==> src/sv/b64sc_pkg.sv <==
// ----------------------------------------------------------------------------
// b64sc_pkg
// shared types, codes and alphabet functions of the base64 stream codec
// ----------------------------------------------------------------------------
package b64sc_pkg;

  typedef enum logic {
    MODE_ENCODE = 1'b0,
    MODE_DECODE = 1'b1
  } mode_t;

  localparam logic [7:0] PAD_CHAR = 8'h3D;
  localparam int         JOB_MAX  = 4;
  localparam int         CNT_W    = 3;

  // one queue entry: the results caused by one input item
  typedef struct packed {
    logic [JOB_MAX-1:0][7:0] bytes;
    logic [CNT_W-1:0]        cnt;
    logic                    present;
    logic                    done;
  } job_t;

  // six-bit value to alphabet character
  function automatic logic [7:0] char_of(input logic [5:0] s);
    logic [7:0] v;
    v = {2'b00, s};
    if (s < 6'd26) begin
      char_of = v + 8'h41;
    end else if (s < 6'd52) begin
      char_of = v + 8'h47;
    end else if (s < 6'd62) begin
      char_of = v - 8'd4;
    end else if (s == 6'd62) begin
      char_of = 8'h2B;
    end else begin
      char_of = 8'h2F;
    end
  endfunction

  // character to six-bit value, bit 6 set for a character outside the alphabet
  function automatic logic [6:0] sextet_of(input logic [7:0] c);
    logic [7:0] v;
    v = 8'h00;
    sextet_of = 7'h40;
    if (c inside {[8'h41:8'h5A]}) begin
      v = c - 8'h41;
      sextet_of = {1'b0, v[5:0]};
    end else if (c inside {[8'h61:8'h7A]}) begin
      v = c - 8'h47;
      sextet_of = {1'b0, v[5:0]};
    end else if (c inside {[8'h30:8'h39]}) begin
      v = c + 8'd4;
      sextet_of = {1'b0, v[5:0]};
    end else if (c == 8'h2B) begin
      sextet_of = 7'd62;
    end else if (c == 8'h2F) begin
      sextet_of = 7'd63;
    end
  endfunction

endpackage

==> src/sv/base64_stream_codec.sv <==
// ----------------------------------------------------------------------------
// base64_stream_codec
// streaming base64 encoder and decoder, mode set by a register
//
//   port group   | dir | carries
//   s_t*         | in  | data_in, data_present (tuser), end_of_message (tlast)
//   m_t*         | out | data_out, out_present/run_last (tuser), message_done (tlast)
//   p*           | cfg | mode register at byte address 0
//
// one input item accepted per cycle while the job queue has room; results
// leave at one per cycle while out_ready allows, set by the single output
// register. results pass the job queue, then the output register. reset
// clears mode, partial group, queue and output register. either side may
// stall without losing items; the queue holds two jobs
// ----------------------------------------------------------------------------
module base64_stream_codec import b64sc_pkg::*; (
  input  logic        clk,
  input  logic        rst,
  input  logic        s_tvalid,
  output logic        s_tready,
  input  logic [7:0]  s_tdata,   // data_in
  input  logic [0:0]  s_tuser,   // data_present
  input  logic        s_tlast,
  output logic        m_tvalid,
  input  logic        m_tready,
  output logic [7:0]  m_tdata,   // data_out
  output logic [1:0]  m_tuser,   // out_present, run_last
  output logic        m_tlast,
  input  logic        psel,
  input  logic        penable,
  input  logic        pwrite,
  input  logic [2:0]  paddr,
  input  logic [31:0] pwdata,
  output logic [31:0] prdata,
  output logic        pready
);

  logic cfg_wr;
  logic mode_val;
  logic push;
  job_t push_job;
  logic q_full;
  logic pop;
  logic head_valid;
  job_t head_job;

  assign pready = 1'b1;
  assign cfg_wr = psel && penable && pwrite && (paddr[2] == 1'b0);
  assign prdata = (paddr[2] == 1'b0) ? {31'd0, mode_val} : 32'd0;

  b64sc_front u_front (
    .clk            (clk),
    .rst            (rst),
    .cfg_wr         (cfg_wr),
    .cfg_mode       (pwdata[0]),
    .mode_val       (mode_val),
    .in_valid       (s_tvalid),
    .in_ready       (s_tready),
    .data_in        (s_tdata),
    .data_present   (s_tuser[0]),
    .end_of_message (s_tlast),
    .push           (push),
    .push_job       (push_job),
    .q_full         (q_full)
  );

  b64sc_queue u_queue (
    .clk        (clk),
    .rst        (rst),
    .push       (push),
    .push_job   (push_job),
    .full       (q_full),
    .pop        (pop),
    .head_valid (head_valid),
    .head_job   (head_job)
  );

  b64sc_back u_back (
    .clk          (clk),
    .rst          (rst),
    .head_valid   (head_valid),
    .head_job     (head_job),
    .pop          (pop),
    .out_valid    (m_tvalid),
    .out_ready    (m_tready),
    .data_out     (m_tdata),
    .out_present  (m_tuser[0]),
    .run_last     (m_tuser[1]),
    .message_done (m_tlast)
  );

endmodule

==> src/sv/b64sc_front.sv <==
// ----------------------------------------------------------------------------
// b64sc_front
// takes input items, keeps partial group, turns full groups and ends into jobs
// ----------------------------------------------------------------------------
module b64sc_front import b64sc_pkg::*; (
  input  logic       clk,
  input  logic       rst,
  input  logic       cfg_wr,
  input  logic       cfg_mode,
  output logic       mode_val,
  input  logic       in_valid,
  output logic       in_ready,
  input  logic [7:0] data_in,
  input  logic       data_present,
  input  logic       end_of_message,
  output logic       push,
  output job_t       push_job,
  input  logic       q_full
);

  mode_t       mode;
  logic [23:0] group_bits;
  logic [1:0]  group_fill;
  logic        decode_halted;

  logic [23:0] group_bits_next;
  logic [1:0]  group_fill_next;
  logic        decode_halted_next;
  logic [6:0]  sx;
  logic        accept;
  job_t        job;

  assign in_ready = !q_full;
  assign accept   = in_valid && in_ready;
  assign mode_val = mode;
  assign sx       = sextet_of(data_in);

  always_comb begin
    group_bits_next    = group_bits;
    group_fill_next    = group_fill;
    decode_halted_next = decode_halted;
    job                = '0;
    job.present        = 1'b1;
    if (mode == MODE_ENCODE) begin
      if (data_present) begin
        group_bits_next = {group_bits[15:0], data_in};
        group_fill_next = group_fill + 2'd1;
        if (group_fill_next == 2'd3) begin
          job.bytes[0]    = char_of(group_bits_next[23:18]);
          job.bytes[1]    = char_of(group_bits_next[17:12]);
          job.bytes[2]    = char_of(group_bits_next[11:6]);
          job.bytes[3]    = char_of(group_bits_next[5:0]);
          job.cnt         = 3'd4;
          group_bits_next = '0;
          group_fill_next = 2'd0;
        end
      end
      if (end_of_message) begin
        if (group_fill_next == 2'd1) begin
          job.bytes[0] = char_of(group_bits_next[7:2]);
          job.bytes[1] = char_of({group_bits_next[1:0], 4'b0000});
          job.bytes[2] = PAD_CHAR;
          job.bytes[3] = PAD_CHAR;
          job.cnt      = 3'd4;
        end else if (group_fill_next == 2'd2) begin
          job.bytes[0] = char_of(group_bits_next[15:10]);
          job.bytes[1] = char_of(group_bits_next[9:4]);
          job.bytes[2] = char_of({group_bits_next[3:0], 2'b00});
          job.bytes[3] = PAD_CHAR;
          job.cnt      = 3'd4;
        end
      end
    end else begin
      if (data_present && !decode_halted) begin
        if (sx[6]) begin
          decode_halted_next = 1'b1;
        end else begin
          group_bits_next = {group_bits[17:0], sx[5:0]};
          group_fill_next = group_fill + 2'd1;
          if (group_fill_next == 2'd0) begin
            job.bytes[0]    = group_bits_next[23:16];
            job.bytes[1]    = group_bits_next[15:8];
            job.bytes[2]    = group_bits_next[7:0];
            job.cnt         = 3'd3;
            group_bits_next = '0;
          end
        end
      end
      if (end_of_message) begin
        if (group_fill_next == 2'd2) begin
          job.bytes[0] = group_bits_next[11:4];
          job.cnt      = 3'd1;
        end else if (group_fill_next == 2'd3) begin
          job.bytes[0] = group_bits_next[17:10];
          job.bytes[1] = group_bits_next[9:2];
          job.cnt      = 3'd2;
        end
      end
    end
    if (end_of_message) begin
      if (job.cnt == 3'd0) begin
        job.cnt     = 3'd1;
        job.present = 1'b0;
        job.bytes   = '0;
      end
      job.done           = 1'b1;
      group_bits_next    = '0;
      group_fill_next    = 2'd0;
      decode_halted_next = 1'b0;
    end
  end

  assign push     = accept && (job.cnt != 3'd0);
  assign push_job = job;

  always_ff @(posedge clk) begin
    if (rst) begin
      mode          <= MODE_ENCODE;
      group_bits    <= '0;
      group_fill    <= 2'd0;
      decode_halted <= 1'b0;
    end else if (cfg_wr) begin
      mode          <= mode_t'(cfg_mode);
      group_bits    <= '0;
      group_fill    <= 2'd0;
      decode_halted <= 1'b0;
    end else if (accept) begin
      group_bits    <= group_bits_next;
      group_fill    <= group_fill_next;
      decode_halted <= decode_halted_next;
    end
  end

endmodule

==> src/sv/b64sc_queue.sv <==
// ----------------------------------------------------------------------------
// b64sc_queue
// two-entry job queue between the front and the back
// ----------------------------------------------------------------------------
module b64sc_queue import b64sc_pkg::*; (
  input  logic clk,
  input  logic rst,
  input  logic push,
  input  job_t push_job,
  output logic full,
  input  logic pop,
  output logic head_valid,
  output job_t head_job
);

  job_t       mem [2];
  logic       wptr;
  logic       rptr;
  logic [1:0] count;

  assign full       = (count == 2'd2);
  assign head_valid = (count != 2'd0);
  assign head_job   = mem[rptr];

  always_ff @(posedge clk) begin
    if (push) begin
      mem[wptr] <= push_job;
    end
  end

  always_ff @(posedge clk) begin
    if (rst) begin
      wptr  <= 1'b0;
      rptr  <= 1'b0;
      count <= 2'd0;
    end else begin
      if (push) begin
        wptr <= !wptr;
      end
      if (pop) begin
        rptr <= !rptr;
      end
      case ({push, pop})
        2'b10:   count <= count + 2'd1;
        2'b01:   count <= count - 2'd1;
        default: count <= count;
      endcase
    end
  end

endmodule

==> src/sv/b64sc_back.sv <==
// ----------------------------------------------------------------------------
// b64sc_back
// walks the head job into the output register, one result a cycle while free
// ----------------------------------------------------------------------------
module b64sc_back import b64sc_pkg::*; (
  input  logic       clk,
  input  logic       rst,
  input  logic       head_valid,
  input  job_t       head_job,
  output logic       pop,
  output logic       out_valid,
  input  logic       out_ready,
  output logic [7:0] data_out,
  output logic       out_present,
  output logic       run_last,
  output logic       message_done
);

  logic [1:0] idx;
  logic       load;
  logic       is_last;

  assign load    = head_valid && (!out_valid || out_ready);
  assign is_last = ({1'b0, idx} == head_job.cnt - 3'd1);
  assign pop     = load && is_last;

  always_ff @(posedge clk) begin
    if (rst) begin
      out_valid <= 1'b0;
      idx       <= 2'd0;
    end else begin
      if (load) begin
        out_valid <= 1'b1;
        idx       <= is_last ? 2'd0 : idx + 2'd1;
      end else if (out_ready) begin
        out_valid <= 1'b0;
      end
    end
  end

  always_ff @(posedge clk) begin
    if (load) begin
      data_out     <= head_job.bytes[idx];
      out_present  <= head_job.present;
      run_last     <= is_last;
      message_done <= is_last && head_job.done;
    end
  end

endmodule
==> config.mk <==
export PLATFORM = sky130hd
export DESIGN_NAME = base64_stream_codec
export DESIGN_NICKNAME = d
export VERILOG_FILES = /design/src/sv/b64sc_pkg.sv /design/src/sv/base64_stream_codec.sv /design/src/sv/b64sc_front.sv /design/src/sv/b64sc_queue.sv /design/src/sv/b64sc_back.sv
export SDC_FILE = /design/constraint.sdc
export NUM_CORES = 1
export LEC_CHECK = 0
export BUFFER_PORTS_ARGS = -buffer_cell sky130_fd_sc_hd__buf_2
export CAP_MARGIN = 40
export CORE_AREA = 2 2 142 144
export CTS_CLUSTER_SIZE = 24
export DETAILED_ROUTE_END_ITERATION = 12
export DIE_AREA = 0 0 144 146
export GPL_TIMING_DRIVEN = 0
export PLACE_DENSITY = 0.67
export SYNTH_ARGS = -nofsm -noshare
export SYNTH_HDL_FRONTEND = slang
export SYNTH_SLANG_ARGS = --single-unit
==> constraint.sdc <==
create_clock -name clk -period 6.4 [get_ports clk]
set_clock_uncertainty 0.2 [all_clocks]
set_input_delay 0.96 -clock clk [delete_from_list [all_inputs] [get_ports clk]]
set_output_delay 0.96 -clock clk [all_outputs]
set_load 0.01 [all_outputs]
==> results.toml <==
[run_status]
status = "finished, final reports clean"

[critical_path]
cp.required_ns = 6.28
crit_slowest_cell = "a2bb2oi_1"
crit_path_start_kind = "register"
cpPeakStageDelay_ns = 0.72
crit_top_cell = "clkbuf_1"
path_buf_inv = 6
critPathArrivalTime_ns = 5.93
crit_fanout = 10
path_cells = "clkbuf_1 -> clkbuf_1 -> inv_1 -> ha_1 -> clkbuf_1 -> buf_1 -> a2bb2oi_1 -> inv_1 -> ha_1 -> and3b_1 -> a311oi_1 -> o21ai_0 -> nand2_1 -> nor3_1 -> nor4_1 -> a311oi_1"
critical-path-top-delay-family = "buffers and inverters"
crit_type = "reg2reg"
cp-end-kind = "register"

[drt]
wl_per_cell_um = 24.1
drtAntennaViolNets = 0
highest_layer = "met5"
dr_wl_met2_um = 16100
wl_um = 34900
dr.pass1.iters = 6
vias_per_cell = 6.46
drcViolationCount = 0
met3_length_um = 3410
wl_met1_um = 13800
drt_iter0_markers = 1288
via_count = 9371

[synthesis]
async_flop_share = 0
synth_seq_cells = 115
synth-edff-count = 85
synth_flop_cell = "edfxtp_1"
ys_seq_area_frac = 0.329
synth_compound_area_frac = 0.264
synth-simple-area-share = 0.167
avgSynthCellArea_um2 = 8.78
synth_top_family_by_area = "compound AO/OA/AOI/OAI gates"
synth_fa_ha_area_frac = 0.0719
syn_inst = 1090
syn_area_mm2 = 0.00957
synth_xor_area_frac = 0.0265
synth_mux_area_frac = 0.0600
ys_warn_count = 0
yosysUniqueCellTypes = 78

[final_layout]
n_antenna_cell = 0
nNetsFinal = 1280
syn2layout_area_growth_pct = 12.9
layout-drive-gt1-share = 0.132
seqCellArea_mm2 = 0.00315
multi_input_comb_area_mm2 = 0.00578
fillerInstances = 1750
final_cells = 1451

[cts]
clock_path_buffers = 2
cts.sinks = 115
post_cts_buffers = 0
clkSlewWorstSetupHoldPaths_ns = 0.07
cts_buffers = 17
post_cts_resized = 0
cts_tree = "done"
root_buffer = "clkbuf_16"
h-tree-depth = 4
cts-hold-fix-buffers = 0
clock_latency_ns = 0.43

[global_route]
overflow = 0
grt.total_usage = 0.334
grt_pass1_wl_um = 52800
antenna_found_initial = 1
grt_max_degree = 26
grt_pass1_vias = 8763

[job]
maxCapViolCount = 0

[power_and_ir_drop]
p_clk_frac = 0.393
p_int_mw = 1.58
vdd.ir_drop.worst_v = 0.000204
p_switching_mw = 0.738
combinationalPowerShare = 0.227
finalPower_mw = 2.32
p_leak_nw = 4.02
powerDensity_mw_per_mm2 = 215
seqPwrFrac = 0.381
swShare = 0.318

[sta]
min_period_ns = 6.05
slew_viol_final = 0
fmaxAchievable_ghz = 0.165
period_share = 0.946
final.setup.worst_slack_ns = 0.348
slew_headroom = 0.321
tightest_slew_ns = 1.02
report.final.setup_viol = 0
finalHoldViolCount = 0
finalSetupTns_ns = 0
rsz0062_at_grt = "no"

[placement]
dp_cells = 1419
place.gp.congestion = 1.04
post-place-ws_ns = 0.652
io_buffers = 31
dp_hpwl_um = 26000

[floorplanning]
die_h_um = 146
rows = 51
die_x_um = 144
io_pins = 98
fp.dieArea_mm2 = 0.0210
core_mm2 = 0.0193
initial_core_util = 0.495

[min_path]
hold_class = "reg2reg"
[power groups by stage]
stage,clock network [mW],logic [mW],registers (mW)
3_5_place_dp,0,0.511,0.898
6_report,0.912,0.526,0.884
2_1_floorplan,0,0.346,0.897
5_1_grt,0.945,0.567,0.888
3_3_place_gp,0,0.501,0.898
4_1_cts,0.917,0.514,0.884
[cells in the final DEF, fill, tap and decap left out, types with 13 or more instances in the layout]
master	instances
xnor2_1	20
a21o_1	13
clkbuf_1	61
conb_1	32
nand3_1	19
a31oi_1	21
nor2b_1	15
dfxtp_1	30
o21ai_0	62
ha_1	55
mux4_2	16
edfxtp_1	85
nand2b_1	16
a21oi_1	70
o211ai_1	14
nor2_1	81
buf_4	36
buf_2	38
clkbuf_16	17
nand2_1	109
inv_1	46
nor3_1	36
a211oi_1	16
[cells by family (layout without fill, tap and decap cells)]
| kind of cell | Yosys count | in the layout |
|---|---|---|
| adder cells (fa/ha/maj) | 55 | 55 |
| XOR/XNOR | 29 | 29 |
| buffers and inverters | 161 | 227 |
| flip-flops | 115 | 115 |
| AND/OR/NAND/NOR | 335 | 335 |
| multiplexers | 36 | 36 |
| AO/OA/AOI/OAI | 357 | 357 |
| other | 2 | 32 |
[stage by stage]
| stage | utilization | hold WS [ns] | instance area, um2 |
|---|---|---|---|
| global route | 0.559 | 0.298 | 10800 |
| finish | 0.559 | 0.265 | 10800 |
| detailed placement | 0.530 | 0.244 | 10200 |
| floorplan | - | 0.232 | 9690 |
| CTS | 0.559 | 0.262 | 10800 |
| global placement | 0.526 | 0.240 | 10200 |
[area by class of cell]
cell class                 instances  area share
clock buffer                      17      0.0394
timing repair buffer              34      0.0198
sequential                       115       0.292
tap                              265      0.0307
clock inverter                    15      0.0125
multi-input combinational        844       0.535
inverter                          51      0.0177
buffer                           110      0.0536
[final timing paths]
| kind | to | cells after the start | slack (ns) | from |
|---|---|---|---|---|
| setup / recovery | u_queue.mem[1][6] | 16 | 0.35 | u_front.group_fill[0] |
| hold / removal | u_front.decode_halted | 1 | 0.27 | u_front.decode_halted |
| setup reg to reg | u_queue.mem[1][6] | 16 | 0.35 | u_front.group_fill[0] |
| hold reg to reg | u_front.decode_halted | 1 | 0.27 | u_front.decode_halted |
[flip-flops by register name, indices dropped and copies added (netlist names), named ones only]
signal and count:
u_back.run_last 1, u_back.out_valid 1, u_queue.wptr 1, u_back.message_done 1, u_back.out_present 1, u_queue.mem 74, u_front.decode_halted 1, u_back.data_out 8
u_front.group_fill 2, u_front.mode_val 1, u_queue.rptr 1, u_front.group_bits 18, u_back.idx 2, u_queue.count 2
[cell usage after synthesis (all sizes together), types with 7 or more instances]
library cell	number	share of area
o211ai	14	0.011
nand2b	16	0.010
a21oi	71	0.038
a22o	12	0.011
o221ai	10	0.0091
a211oi	18	0.017
o31ai	10	0.0078
mux2	11	0.013
nand2	110	0.043
clkbuf	61	0.024
o32ai	10	0.0091
o211a	8	0.0084
mux2i	9	0.0094
a221oi	11	0.010
a32oi	7	0.0064
nor2	83	0.033
a311oi	7	0.0064
a2bb2oi	9	0.0082
o22ai	12	0.0078
a2111oi	7	0.0077
a22oi	11	0.0086
dfxtp	30	0.063
o21ai	62	0.032
nor4	9	0.0065
a311o	8	0.0084
mux4	16	0.038
a21o	13	0.010
nor3	36	0.019
ha	55	0.072
xnor2	20	0.018
xor2	9	0.0082
edfxtp	85	0.27
nor2b	15	0.0098
inv	48	0.019
a31oi	21	0.014
buf	49	0.037
nand3	19	0.0099
nand4	8	0.0052
[routing by layer]
metal / global-route usage / vias up
met2: 0.525 / 563
met5: 0 / -
met3: 0.0737 / 106
met4: 0.153 / 2
li1: - / 4237
met1: 0.437 / 4463
No activity file was read; power rests on OpenSTA's default activity.
